[src/rtl/core/efr_pkg.sv]
package efr_pkg;

  localparam int BUFFER_DEPTH = 256;
  localparam int WPOS_W = $clog2(BUFFER_DEPTH + 1);
  localparam int POSITION_W = 9;
  localparam int BYTE_W = 8;
  localparam int BUSY_W = 2;
  localparam int PRESCALE_W = 5;

  localparam logic [BYTE_W-1:0] ESCAPE_BYTE = 8'h5C;
  localparam logic [PRESCALE_W-1:0] PRESCALE_FIRST = 5'd30;
  localparam logic [PRESCALE_W-1:0] PRESCALE_RELOAD = 5'd6;
  localparam logic [BUSY_W-1:0] BUSY_START = 2'd3;

  localparam logic [BYTE_W-1:0] START_CODE_RESET = 8'd0;
  localparam logic [BYTE_W-1:0] STOP_CODE_RESET = 8'd1;

  typedef enum logic [1:0] {
    OP_LINE_BYTE = 2'd0,
    OP_RELEASE   = 2'd1,
    OP_TICK      = 2'd2
  } op_t;

  typedef enum logic {
    KIND_DATA      = 1'b0,
    KIND_FRAME_END = 1'b1
  } kind_t;

  typedef enum logic {
    REG_START_CODE = 1'b0,
    REG_STOP_CODE  = 1'b1
  } reg_index_t;

  typedef struct packed {
    logic                  escape_pending;
    logic [WPOS_W-1:0]     write_position;
    logic [BUSY_W-1:0]     busy_countdown;
    logic                  receiver_on;
    logic [PRESCALE_W-1:0] tick_prescale;
  } efr_state_t;

  typedef struct packed {
    logic [1:0]        operation;
    logic [BYTE_W-1:0] line_byte;
    logic              line_error;
    logic              tx_pending;
  } efr_item_t;

  typedef struct packed {
    logic [BYTE_W-1:0] start_code;
    logic [BYTE_W-1:0] stop_code;
  } efr_cfg_t;

  typedef struct packed {
    logic                  valid;
    logic                  kind;
    logic [POSITION_W-1:0] position;
    logic [BYTE_W-1:0]     payload;
  } efr_result_t;

endpackage

[src/rtl/core/escaped_frame_receiver_unit.sv]
// Deframer for a backslash-escaped byte bus. One transaction (line byte,
// release or timer tick) is taken per clock; its result, if any, appears
// in the output register in the next cycle. The only stall comes from that
// output register: in_ready is low while a result is held and out_ready is
// low. start_code (address 0) and stop_code (address 4) are written over
// the APB port and should be changed only while the block is idle.
module escaped_frame_receiver_unit (
  input  logic                          clk,
  input  logic                          rst,
  input  logic                          in_valid,
  output logic                          in_ready,
  input  logic [1:0]                    operation,
  input  logic [efr_pkg::BYTE_W-1:0]     line_byte,
  input  logic                          line_error,
  input  logic                          tx_pending,
  output logic                          out_valid,
  input  logic                          out_ready,
  output logic                          kind,
  output logic [efr_pkg::POSITION_W-1:0] position,
  output logic [efr_pkg::BYTE_W-1:0]     payload,
  input  logic                          psel,
  input  logic                          penable,
  input  logic                          pwrite,
  input  logic [2:0]                    paddr,
  input  logic [31:0]                   pwdata,
  output logic [31:0]                   prdata,
  output logic                          pready
);

  efr_pkg::efr_state_t  state;
  efr_pkg::efr_state_t  state_next;
  efr_pkg::efr_item_t   item;
  efr_pkg::efr_cfg_t    cfg;
  efr_pkg::efr_result_t step_result;

  logic in_accept;
  logic cfg_write;
  logic reg_sel;

  assign item.operation = operation;
  assign item.line_byte = line_byte;
  assign item.line_error = line_error;
  assign item.tx_pending = tx_pending;

  assign in_ready = !out_valid || out_ready;
  assign in_accept = in_valid && in_ready;

  assign pready = 1'b1;
  assign cfg_write = psel && penable && pwrite && pready;
  assign reg_sel = paddr[2];

  efr_step u_efr_step (
    .state      (state),
    .item       (item),
    .cfg        (cfg),
    .state_next (state_next),
    .result     (step_result)
  );

  always_comb begin
    prdata = '0;
    unique case (reg_sel)
      efr_pkg::REG_START_CODE: prdata[efr_pkg::BYTE_W-1:0] = cfg.start_code;
      efr_pkg::REG_STOP_CODE:  prdata[efr_pkg::BYTE_W-1:0] = cfg.stop_code;
      default:                 prdata = '0;
    endcase
  end

  always_ff @(posedge clk) begin
    if (rst) begin
      cfg.start_code <= efr_pkg::START_CODE_RESET;
      cfg.stop_code <= efr_pkg::STOP_CODE_RESET;
    end else if (cfg_write) begin
      if (reg_sel == efr_pkg::REG_START_CODE) begin
        cfg.start_code <= pwdata[efr_pkg::BYTE_W-1:0];
      end else begin
        cfg.stop_code <= pwdata[efr_pkg::BYTE_W-1:0];
      end
    end
  end

  always_ff @(posedge clk) begin
    if (rst) begin
      state.escape_pending <= 1'b0;
      state.write_position <= '0;
      state.busy_countdown <= '0;
      state.receiver_on <= 1'b1;
      state.tick_prescale <= efr_pkg::PRESCALE_FIRST;
      out_valid <= 1'b0;
    end else begin
      if (in_accept) begin
        state <= state_next;
        out_valid <= step_result.valid;
      end else if (out_ready) begin
        out_valid <= 1'b0;
      end
    end
  end

  // result payload, loaded only with a new result
  always_ff @(posedge clk) begin
    if (in_accept && step_result.valid) begin
      kind <= step_result.kind;
      position <= step_result.position;
      payload <= step_result.payload;
    end
  end

endmodule

[src/rtl/core/efr_step.sv]
module efr_step (
  input  efr_pkg::efr_state_t  state,
  input  efr_pkg::efr_item_t   item,
  input  efr_pkg::efr_cfg_t    cfg,
  output efr_pkg::efr_state_t  state_next,
  output efr_pkg::efr_result_t result
);

  logic do_store;
  logic byte_taken;

  assign byte_taken = !item.line_error && state.receiver_on && !item.tx_pending;

  always_comb begin
    state_next = state;
    do_store = 1'b0;
    result.valid = 1'b0;
    result.kind = efr_pkg::KIND_DATA;
    result.position = '0;
    result.payload = '0;

    unique case (item.operation)
      efr_pkg::OP_RELEASE: begin
        if (!item.tx_pending) begin
          state_next.receiver_on = 1'b1;
        end
      end
      efr_pkg::OP_TICK: begin
        if (state.tick_prescale == '0) begin
          if (state.busy_countdown != '0) begin
            state_next.busy_countdown = state.busy_countdown - 1'b1;
          end
          state_next.tick_prescale = efr_pkg::PRESCALE_RELOAD;
        end else begin
          state_next.tick_prescale = state.tick_prescale - 1'b1;
        end
      end
      efr_pkg::OP_LINE_BYTE: begin
        if (byte_taken) begin
          if (state.escape_pending) begin
            state_next.escape_pending = 1'b0;
            // start code wins over stop code and literal backslash
            priority if (item.line_byte == cfg.start_code) begin
              state_next.write_position = '0;
              state_next.busy_countdown = efr_pkg::BUSY_START;
            end else if (item.line_byte == cfg.stop_code) begin
              if (state.busy_countdown != '0) begin
                state_next.receiver_on = 1'b0;
                result.valid = 1'b1;
                result.kind = efr_pkg::KIND_FRAME_END;
                result.position = efr_pkg::POSITION_W'(state.write_position);
              end
              state_next.busy_countdown = '0;
            end else if (item.line_byte == efr_pkg::ESCAPE_BYTE) begin
              do_store = 1'b1;
            end else begin
              do_store = 1'b0;
            end
          end else if (item.line_byte == efr_pkg::ESCAPE_BYTE) begin
            state_next.escape_pending = 1'b1;
          end else begin
            do_store = 1'b1;
          end
        end
      end
      default: begin
      end
    endcase

    // drop data once the buffer is full
    if (do_store &&
        (state.write_position < efr_pkg::WPOS_W'(efr_pkg::BUFFER_DEPTH))) begin
      state_next.write_position = state.write_position + 1'b1;
      result.valid = 1'b1;
      result.kind = efr_pkg::KIND_DATA;
      result.position = efr_pkg::POSITION_W'(state.write_position);
      result.payload = item.line_byte;
    end
  end

endmodule

[config.mk]
export PLATFORM = sky130hd
export DESIGN_NAME = escaped_frame_receiver_unit
export DESIGN_NICKNAME = d
export VERILOG_FILES = /design/src/rtl/core/efr_pkg.sv /design/src/rtl/core/escaped_frame_receiver_unit.sv /design/src/rtl/core/efr_step.sv
export SDC_FILE = /design/constraint.sdc
export NUM_CORES = 1
export LEC_CHECK = 0
export BUFFER_PORTS_ARGS = -buffer_cell sky130_fd_sc_hd__buf_4
export CAP_MARGIN = 20
export CORE_ASPECT_RATIO = 1.25
export CORE_MARGIN = 2
export CORE_UTILIZATION = 50
export DETAILED_ROUTE_END_ITERATION = 10
export PLACE_DENSITY = 0.81
export REMOVE_ABC_BUFFERS = 1
export SKIP_CTS_REPAIR_TIMING = 1
export SYNTH_ARGS = -nofsm -noshare
export SYNTH_HDL_FRONTEND = slang
export SYNTH_SLANG_ARGS = --single-unit
[constraint.sdc]
create_clock -name clk -period 5.21 [get_ports clk]
set_input_delay 0.2605 -clock clk [delete_from_list [all_inputs] [get_ports clk]]
set_output_delay 0.2605 -clock clk [all_outputs]
set_load 0.02 [all_outputs]
==> summary.txt, run 1 <==
CTS
  • Clock transition at the registers of the reported paths: 100 ps
  • CTS tree: built
  • Clock Root Buffer: clkbuf_8
  • Max H-tree Level: 2
  • CTS buffer count: 5
  • Insertion delay to the later sink of the worst-skew pair: 310 ps
  • CTS max path bufs: 2
  • Clock sink count: 53

Placed design
  • RePlAce Congestion: 0.841
  • Number of input and output port buffers inserted: 55
  • Dpl hpwl: 4.41 mm
  • Pre-CTS WS: 2800 ps

Global routing
  • GR Layer Usage met3: 3.83%
  • Most heavily used metal layer in global routing: met2
  • Via count of the first global-routing pass: 2204
  • Met1 layer usage reported by global route: 22.4%
  • Pin count of the biggest net entering global routing: 34
  • Wire length of the first global-routing pass: 9.84 mm
  • GR met2 Demand/Resource: 34.8%
  • Initial antenna violation count: 0
  • GRT Total Usage: 19.2%
  • Remaining Overflow, GRT: 0

Floorplanning
  • Die outline width: 72.0 um
  • Row count: 30
  • Overall die area: 6410 um2
  • Number of I/O pins: 107
  • Area of the core region: 5520 um2
  • Effective utilization at floorplan: 52.4%
  • Height of the die: 89.0 um

Layout
  • Count of fill cells added during filler insertion: 465
  • Antenna diodes: 0
  • Area Overhead vs Synth: 15.9%
  • NumNets Final: 427
  • Fraction of final layout cells sized beyond drive strength 1: 23.5%

Routing
  • Final routed wirelength across all metal layers: 5.99 mm
  • DRC viols: 0
  • Via density per instance: 5.41
  • WL/cell: 13.8 um
  • Routed via count: 2354
  • 1st-iter DRT viols: 118
  • Antenna-violating nets left: 0
  • Drt first pass iters: 4

Timing
  • Highest achievable clock rate: 417 MHz
  • Setup-violating endpoint count in the final report: 0
  • Pin slew with the least headroom to its limit: 710 ps
  • Clock skew after layout: 11.6 ps
  • Final-report max-slew violation count: 0
  • Final hold viol count: 0
  • Total negative setup slack: 0 ps
  • Post-layout worst setup margin: 2810 ps
  • Unrepaired setup endpoints after global routing: no
  • Time the worst path needs with I/O delays and setup: 2400 ps
  • Final cycle utilization of the critical path: 46.0%
  • Slew HR: 52.2%

Synthesis
  • Proportion of netlist area held by the largest area contributor: 24.2%
  • Area contributors post-synth: dfxtp_1, edfxtp_1, buf_4
  • Post-synthesis instance area: 2890 um2
  • Number of instances in the synthesized netlist: 317
  • Yosys Warn Count: 0
  • Synth Area per Inst: 9.12 um2
  • Most used standard cells in the synthesized netlist: nand2_1, dfxtp_1, buf_4, a21oi_1, edfxtp_1
  • Number of synthesized register bits: 53
  • Most area-hungry cell type in the Yosys netlist: dfxtp_1
  • Number of distinct standard cells referenced by the synthesized netlist: 54
  • Number of synthesized flops with an enable pin: 18
  • Most common cell in the synthesized netlist: nand2_1
  • Async SR Flop Fraction: 0%
  • Main synth FF type: dfxtp_1
  • Sequential fraction of the synthesis area: 42.9%

Setup path
  • Required time at the worst-slack endpoint: 5200 ps
  • CP arrival: 2390 ps
  • Nature of the critical path endpoint: register
  • CP Max Fanout: 18
  • Critical Path Source Type: register
  • Worst Path Class, Setup: register to register

Min path
  • Type of the most critical hold path: input pin to register

Pwr
  • Power Density: 232 nW/um2
  • Cell-internal power: 0.576 mW
  • Power dissipated by switching net loads: 0.199 mW
  • Sequential fraction of design power: 56.3%
  • Relative contribution of the clock network to total power: 31.3%
  • Comb power frac: 12.4%
  • Lkg Pwr: 1.23 nW
  • Fraction of power spent switching nets: 25.7%
  • Worst VDD drop: 163 uV

Outcome
  • Run status: finished, final reports clean

Flow run
  • Number of max-cap violations: 0
==> metal layers <==
layer | vias to the layer above | routed length, um | share of wire [%]
met5 | - | 0 | 0
li1 | 1168 | - | -
met4 | 0 | 44 | 0.73
met2 | 90 | 3250 | 54
met1 | 1090 | 2390 | 40
met3 | 6 | 306 | 5.1
==> area by class of cell <==
cell class	count	area [um2]	area share (%)
repair buffers	56	420	12.6
flip-flops and latches	53	1240	37.1
clock buffers	6	82.6	2.47
clock inverters	2	12.5	0.374
multi-input cells	245	1480	44.2
well taps	64	80.1	2.39
inverters	9	33.8	1.01
==> layout by cell type, fill, tap and decap left out, types with 7 or more instances in the layout <==
master    netlist  routed
nand2b_1        8       8
mux2_2          9       9
nand2_1        50      50
nor2_1         15      15
xnor2_1        17      17
a21oi_1        22      22
nor3_1          7       7
and2_1          8       8
nor4_1          8       8
edfxtp_1       18      18
nor2b_1         8       8
dfxtp_1        35      35
conb_1          2      25
buf_4          26      56
inv_1           9       9
==> worst max-delay path, stage by stage (launching register included) <==
cell and delay, ps:
dfxtp_1 340, xnor2_1 200, nand4_1 150, nor2_1 500, mux2i_1 160, o22a_1 350, nor2_1 130, buf_4 260
==> power groups by stage <==
stage                     Sequential [mW]  Clock (mW)  Combinational, mW
after global placement              0.445           0             0.0928
after detailed placement            0.446           0             0.0948
final                               0.436       0.243             0.0960
after floorplan                     0.447           0             0.0514
after global routing                0.438       0.266              0.104
after CTS                           0.436       0.248             0.0952
==> metrics by stage <==
step	cell area (um2)	total power, mW	utilization [%]	std cells	hold slack, ps
global placement	3250	0.538	59.0	427	449
floorplan	2750	0.499	-	307	330
detailed placement	3250	0.541	59.0	427	449
CTS	3350	0.780	60.7	435	186
global route	3350	0.808	60.7	435	183
finish	3350	0.775	60.7	435	198
==> state kept, by name, indices dropped and copies added (netlist names) <==
register / cells
cfg: 16
kind: 1
out_valid: 1
payload: 8
position: 9
state: 18
==> kinds of logic (layout without fill, tap and decap cells) <==
family                     Yosys count  after routing  synth area share [%]
xor gates and xnor gates            17             17                  5.15
buffers and inverters               42             73                  8.87
adders and majority gates            3              3                  1.30
other                                2             25                 0.260
AOI/OAI and AO/OA                   52             52                  12.2
muxes                               11             11                  4.20
DFF                                 53             53                  42.9
and+or+nand+nor                    137            137                  25.1
==> final timing paths <==
check	start	slack (ps)	cells after the start	endpoint
hold reg to reg	state[4]	460	2	state[4]
setup reg to reg	cfg[6]	2810	7	position[5]
hold / removal	pwdata[0]	200	3	cfg[0]
setup / recovery	cfg[6]	2810	7	position[5]
Power figures use the tool's default switching activity.
==> inputs of run 2 (changes only) <==
--- a/config.mk
+++ b/config.mk
@@ -9,9 +9,9 @@
 export CAP_MARGIN = 20
 export CORE_ASPECT_RATIO = 1.25
 export CORE_MARGIN = 2
-export CORE_UTILIZATION = 50
+export CORE_UTILIZATION = 49
 export DETAILED_ROUTE_END_ITERATION = 10
-export PLACE_DENSITY = 0.81
+export PLACE_DENSITY = 0.79
 export REMOVE_ABC_BUFFERS = 1
 export SKIP_CTS_REPAIR_TIMING = 1
 export SYNTH_ARGS = -nofsm -noshare
==> constraint.sdc (replaced) <==
create_clock -name clk -period 2.45 [get_ports clk]
set_input_delay 0.1225 -clock clk [delete_from_list [all_inputs] [get_ports clk]]
set_output_delay 0.1225 -clock clk [all_outputs]
set_load 0.02 [all_outputs]
==> run 2 against run 1 <==
Compared with the run above: final cell count increased by 1.6%; critical endpoint is now payload[0]; highest routed layer unchanged; register-to-register slack got worse by 2500 ps; sequential power increased by 110%; largest cell class unchanged; critical path depth decreased by 1.
==> summary.txt, run 2 (synthesis gave the netlist of run 1 again) <==
Outcome
  • Run status: finished, final reports clean

Pwr
  • Worst VDD drop: 290 uV (+78%)
  • Total power: 1.72 mW (+120%)
  • Power Density: 504 nW/um2 (+120%)
  • Lkg Pwr: 1.27 nW (+3.0%)

Placed design
  • Number of input and output port buffers inserted: 55 (unchanged)
  • RePlAce Congestion: 0.857 (+2.0%)
  • Post-placement cell area: 3310 um2 (+1.6%)
  • Dpl hpwl: 4.40 mm (-0.21%)
  • Placed Cells incl. Taps: 434 (+1.6%)

Global routing
  • Via count of the first global-routing pass: 2126 (-3.5%)
  • GRT Total Usage: 17.7% (-1.5 points)
  • Pin count of the biggest net entering global routing: 34 (unchanged)
  • Initial antenna violation count: 0 (unchanged)
  • Remaining Overflow, GRT: 0 (unchanged)
  • Wire length of the first global-routing pass: 9.51 mm (-3.4%)

Setup path
  • Nature of the critical path endpoint: register
  • Start of the worst register-to-register path: cfg[6]
  • Critical Path Source Type: register
  • Worst Path Class, Setup: register to register
  • Reg2Reg Capture Point: payload[0]
  • CP arrival: 2210 ps (-180 ps)
  • Required time at the worst-slack endpoint: 2520 ps (-2680 ps)
  • CP Max Fanout: 10 (-8)
  • Worst Reg-to-Reg Cells: 6 (-1)
  • Flop2flop setup slack: 310 ps (-2510 ps)

CTS
  • Max H-tree Level: 2 (unchanged)
  • CTS tree: built
  • Clock sink count: 53 (unchanged)
  • Clock Root Buffer: clkbuf_8
  • Clock transition at the registers of the reported paths: 100 ps (about the same)
  • Insertion delay to the later sink of the worst-skew pair: 310 ps (about the same)
  • CTS max path bufs: 2 (unchanged)
  • CTS buffer count: 5 (unchanged)

Min path
  • Number of cells on the worst hold path: 3 (unchanged)
  • Hold Path End: cfg[0]
  • Type of the most critical hold path: input pin to register
  • Hold path start: pwdata[0]

Floorplanning
  • Height of the die: 89.9 um (+0.97%)
  • Area of the core region: 5740 um2 (+4.0%)
  • Overall die area: 6530 um2 (+1.9%)
  • Number of I/O pins: 107 (unchanged)
  • Row count: 31 (+3.3%)
  • Effective utilization at floorplan: 50.3% (-2.0 points)
  • Die outline width: 72.7 um (+0.96%)

Layout
  • Most common cell after layout, fill and taps aside: buf_4
  • Largest registers: state: 18 flops, cfg: 16 flops, position: 9 flops
  • Antenna diodes: 0 (unchanged)
  • Number of standard cells in the layout, taps in and fillers out: 442 (+1.6%)
  • Count of fill cells added during filler insertion: 526 (+13%)
  • Commonest cells after routing, fill and taps aside: buf_4, nand2_1, dfxtp_1, conb_1, a21oi_1
  • NumNets Final: 432 (+1.2%)
  • Top reg by flops: state
  • Post-route standard cell area excluding fillers: 3420 um2 (+2.1%)
  • Largest register FFs: 18 (unchanged)
  • Area Overhead vs Synth: 18.3%
  • Fraction of final layout cells sized beyond drive strength 1: 24.7% (+1.3 points)
  • Post-route core utilization: 59.6% (-1.1 points)

Timing
  • Clock skew after layout: 17.7 ps (+6.10 ps)
  • Slew HR: 63.6% (+11 points)
  • Unrepaired setup endpoints after global routing: no
  • Time the worst path needs with I/O delays and setup: 2140 ps (-254 ps)
  • Final-report max-slew violation count: 0 (unchanged)
  • Highest achievable clock rate: 466 MHz (+12%)
  • Pin slew with the least headroom to its limit: 544 ps (-167 ps)
  • Final hold viol count: 0 (unchanged)
  • Final cycle utilization of the critical path: 87.5% (+41 points)
  • Setup-violating endpoint count in the final report: 0 (unchanged)

Routing
  • Via density per instance: 5.36 (-0.91%)
  • WL/cell: 12.9 um (-6.3%)
  • DRC viols: 0 (unchanged)
  • Final routed wirelength across all metal layers: 5.70 mm (-4.8%)
  • 1st-iter DRT viols: 108 (-8.5%)
  • Antenna-violating nets left: 0 (unchanged)
  • Drt first pass iters: 4 (unchanged)
  • Routed via count: 2370 (+0.68%)

Flow run
  • Number of max-cap violations: 0 (unchanged)
==> run 2: cell types whose count changed in the layout (fill, tap and decap cells not counted), sizes merged <==
cell    previous run  this run
buf               56        61
bufinv             0         1
clkbuf             6         5
==> run 2: worst max path at each step <==
| stage | from | endpoint | slack, ps | cells past startpoint |
|---|---|---|---|---|
| floorplan | cfg[7] | kind | -50 | 6 |
| global placement | line_byte[7] | payload[3] | 350 | 7 |
| detailed placement | line_byte[7] | payload[0] | 330 | 7 |
| CTS | cfg[14] | state[14] | 350 | 6 |
| global route | cfg[1] | payload[0] | 260 | 6 |
| finish | cfg[6] | payload[0] | 310 | 6 |
==> run 2: critical path: stages (launching register included) <==
cell	delay [ps]
dfxtp_1	390
xnor2_1	130
nand4_1	180
nor2_1	380
o31a_1	480
nor2_2	130
and2_1	200
==> run 2: per-stage QoR <==
step                setup WS, ps  hold slack, ps  TNS (ps)
finish                       306            37.1         0
global route                 256            45.4         0
CTS                          353            32.1         0
detailed placement           335             352         0
global placement             354             344         0
floorplan                  -45.5             192      -819
==> run 2: area by class of cell <==
type | instances | area (um2) | share of cell area [%]
flip-flops and latches | 53 | 1240 | 36.3
clock buffers | 5 | 68.8 | 2.01
repair buffers | 61 | 470 | 13.8
clock inverters | 3 | 43.8 | 1.28
inverters | 9 | 33.8 | 0.988
multi-input cells | 245 | 1480 | 43.2
well taps | 66 | 82.6 | 2.41
==> run 2: routing by layer <==
metal | vias to the layer above | wire length, um | GRT usage, %
met1 | 1110 | 2410 | 21.8
met2 | 67 | 2940 | 30.9
met4 | 0 | 91 | 5.56
met5 | - | 0 | 0
li1 | 1183 | - | -
met3 | 10 | 257 | 2.91
==> run 2: report_power, final <==
| group | leakage, nW | switching [mW] | internal [mW] | total, mW |
|---|---|---|---|---|
| combinational | 0.781 | 0.124 | 0.0797 | 0.203 |
| sequential | 0.426 | 0.0101 | 0.917 | 0.927 |
| clock | 0.0585 | 0.287 | 0.306 | 0.594 |
==> inputs of run 3 (changes only) <==
--- a/config.mk
+++ b/config.mk
@@ -5,13 +5,14 @@
 export SDC_FILE = /design/constraint.sdc
 export NUM_CORES = 1
 export LEC_CHECK = 0
+export ABC_AREA = 1
 export BUFFER_PORTS_ARGS = -buffer_cell sky130_fd_sc_hd__buf_4
 export CAP_MARGIN = 20
 export CORE_ASPECT_RATIO = 1.25
 export CORE_MARGIN = 2
 export CORE_UTILIZATION = 49
 export DETAILED_ROUTE_END_ITERATION = 10
-export PLACE_DENSITY = 0.79
+export PLACE_DENSITY = 0.8
 export REMOVE_ABC_BUFFERS = 1
 export SKIP_CTS_REPAIR_TIMING = 1
 export SYNTH_ARGS = -nofsm -noshare
==> run 3 against run 2 <==
Compared with the run above: maximum frequency shrank 2.7%; critical endpoint is now payload[2]; non-clock buffer count down 5; flip-flop and latch count is the same; largest cell class unchanged; sequential power up 0.5%; clock-buffer cell count up 1; via count up 1.2%; critical path type unchanged; utilization is 0.80 points higher; clock power grew 5.4%; hold slack better by 8.4 ps; combinational power up 7%; global-route usage increased by 0.050 points.
==> summary.txt, run 3 <==
Floorplanning
  • Area of the core region: 5480 um2 (-4.5%)
  • Overall die area: 6380 um2 (-2.3%)
  • Effective utilization at floorplan: 51.4% (+1.1 points)
  • Height of the die: 88.8 um (-1.2%)
  • Die outline width: 71.8 um (-1.2%)
  • Number of I/O pins: 107 (unchanged)
  • Row count: 30 (-3.2%)

Layout
  • Most common cell after layout, fill and taps aside: nand2_1
  • Area Overhead vs Synth: 17.4%
  • Antenna diodes: 0 (unchanged)
  • Top reg by flops: state
  • Largest register FFs: 18 (unchanged)
  • Fraction of final layout cells sized beyond drive strength 1: 18.2% (-6.5 points)
  • NumNets Final: 490 (+13%)
  • Post-route core utilization: 60.4% (+0.80 points)
  • Commonest cells after routing, fill and taps aside: nand2_1, buf_4, nor2_1, inv_1, dfxtp_1
  • Number of standard cells in the layout, taps in and fillers out: 498 (+13%)
  • Largest registers: state: 18 flops, cfg: 16 flops, position: 9 flops

Synthesis
  • Post-synthesis instance area: 2820 um2 (-2.5%)
  • Yosys Warn Count: 0 (unchanged)
  • Number of synthesized flops with an enable pin: 18 (unchanged)
  • Most area-hungry cell type in the Yosys netlist: dfxtp_1
  • Number of distinct standard cells referenced by the synthesized netlist: 32 (-41%)
  • Main synth FF type: dfxtp_1
  • Most common cell in the synthesized netlist: nand2_1
  • Async SR Flop Fraction: 0% (unchanged)
  • Number of instances in the synthesized netlist: 378 (+19%)
  • Number of synthesized register bits: 53 (unchanged)
  • Sequential fraction of the synthesis area: 44.0% (+1.1 points)
  • Proportion of netlist area held by the largest area contributor: 24.9% (+0.61 points)
  • Most used standard cells in the synthesized netlist: nand2_1, nor2_1, inv_1, dfxtp_1, o21ai_0
  • Synth Area per Inst: 7.46 um2 (-18%)
  • Area contributors post-synth: dfxtp_1, edfxtp_1, nand2_1

CTS
  • Insertion delay to the later sink of the worst-skew pair: 300 ps (about the same)
  • CTS tree: built
  • Clock sink count: 53 (unchanged)
  • Clock Root Buffer: clkbuf_8
  • CTS max path bufs: 2 (unchanged)
  • Clock transition at the registers of the reported paths: 100 ps (about the same)
  • CTS buffer count: 5 (unchanged)
  • Max H-tree Level: 2 (unchanged)

Setup path
  • CP Max Fanout: 18 (+8)
  • Required time at the worst-slack endpoint: 2400 ps (-120 ps)
  • Nature of the critical path endpoint: register
  • Family with the most delay on the worst path: simple AND/OR/NAND/NOR gates
  • CP arrival: 2150 ps (-60 ps)
  • Worst Path Class, Setup: register to register
  • Peak per-stage delay on the critical path: 480 ps (about the same)
  • Ordered cell list for the critical path: inv_1, ha_1, nor4_1, nand3_1, nand2_1, nand2_1, inv_1
  • Critical Path Source Type: register
  • Cell with the biggest individual delay on the critical path: inv_1
  • Crit path buf inv count: 2 (+2)

Min path
  • Type of the most critical hold path: input pin to register

Pwr
  • Worst VDD drop: 339 uV (+17%)
  • Power Density: 537 nW/um2 (+6.4%)
  • Lkg Pwr: 1.49 nW (+17%)

Routing
  • Antenna-violating nets left: 0 (unchanged)
  • WL/cell: 11.0 um (-15%)
  • Drt first pass iters: 4 (unchanged)
  • Final routed wirelength across all metal layers: 5.48 mm (-3.9%)
  • Routed via count: 2398 (+1.2%)
  • 1st-iter DRT viols: 149 (+38%)
  • DRC viols: 0 (unchanged)
  • Via density per instance: 4.82 (-10%)

Timing
  • Highest achievable clock rate: 454 MHz (-2.7%)
  • Worst hold-check slack: 45.5 ps (+8.43 ps)
  • Clock skew after layout: 7.36 ps (-10.4 ps)
  • Pin slew with the least headroom to its limit: 742 ps (+198 ps)
  • Slew HR: 50.5% (-13 points)
  • Setup-violating endpoint count in the final report: 0 (unchanged)
  • Unrepaired setup endpoints after global routing: no
  • Final-report max-slew violation count: 0 (unchanged)
  • Time the worst path needs with I/O delays and setup: 2200 ps (+58.5 ps)
  • Post-layout worst setup margin: 248 ps (-58.5 ps)
  • Final cycle utilization of the critical path: 89.9% (+2.4 points)
  • Final hold viol count: 0 (unchanged)
  • Total negative setup slack: 0 ps (unchanged)

Placed design
  • Placed Cells incl. Taps: 490 (+13%)
  • RePlAce Congestion: 0.818 (-4.6%)
  • Number of input and output port buffers inserted: 55 (unchanged)
  • Dpl hpwl: 4.07 mm (-7.6%)
  • Pre-CTS WS: 305 ps (-29.4 ps)

Flow run
  • Number of max-cap violations: 0 (unchanged)

Global routing
  • Pin count of the biggest net entering global routing: 27 (-21%)
  • Remaining Overflow, GRT: 0 (unchanged)
  • Via count of the first global-routing pass: 2157 (+1.5%)
  • GRT Total Usage: 17.8% (+0.050 points)
  • Initial antenna violation count: 0 (unchanged)
  • Wire length of the first global-routing pass: 9.17 mm (-3.6%)

Outcome
  • Run status: finished, final reports clean
run 3: cell count changes after synthesis, moves of 7 or more:
cell	before	now
inv_1	9	43
nor2b_1	8	0
nand3_1	6	14
mux2_2	9	0
nor2_1	15	51
o21ai_0	3	29
and2_1	8	1
nand2b_1	8	0
xnor2_1	17	10
nor4_1	8	1
nand2_1	50	88
run 3: area by class of cell:
cell class              instances  area [um2]
clock buffers                   6        82.6
clock inverters                 2        37.5
fillers                       491        2170
inverters                      50         188
multi-input cells             267        1260
flip-flops and latches         53        1240
well taps                      64        80.1
repair buffers                 56         420
run 3: stage by stage:
step	power, mW	cell area, um2
global route	1.84	3310
CTS	1.78	3310
floorplan	1.08	2690
global placement	1.16	3190
detailed placement	1.17	3190
finish	1.78	3310
run 3: power breakdown:
| group | leakage, nW | internal, mW | total [mW] | switching [mW] |
|---|---|---|---|---|
| logic | 1.00 | 0.0784 | 0.218 | 0.139 |
| clock network | 0.0574 | 0.333 | 0.626 | 0.293 |
| registers | 0.426 | 0.922 | 0.932 | 0.0108 |
run 3: kinds of logic (layout without fill, tap and decap cells):
family,after synthesis,count (layout),synth area share (%)
simple gates,171,171,25.7
buf+inv,81,114,14.4
compound gates,55,55,10.2
flops,53,53,44.0
xor+xnor,13,13,4.04
fa+ha+maj,3,3,1.33
other cells,2,25,0.266
run 3: final timing paths:
| check | start | end | slack, ps | cells after the start |
|---|---|---|---|---|
| hold / removal | pwdata[0] | cfg[0] | 50 | 3 |
| setup / recovery | state[6] | payload[2] | 250 | 7 |
| setup reg to reg | state[6] | payload[2] | 250 | 7 |
| hold reg to reg | state[5] | state[5] | 460 | 2 |
run 3: worst reg2reg max path: stages, from the launching register on:
cell and delay, ps:
dfxtp_1 360, inv_1 50, ha_1 220, nor4_1 310, nand3_1 190, nand2_1 150, nand2_1 80, inv_1 480
run 3: metal layers:
metal  GRT usage, %  wire length (um)  up-vias
met1           20.4              2200     1053
li1               -                 -     1250
met3           2.85               363        9
met2           33.8              2830       86
met5              0                 0        -
met4           5.32                89        0
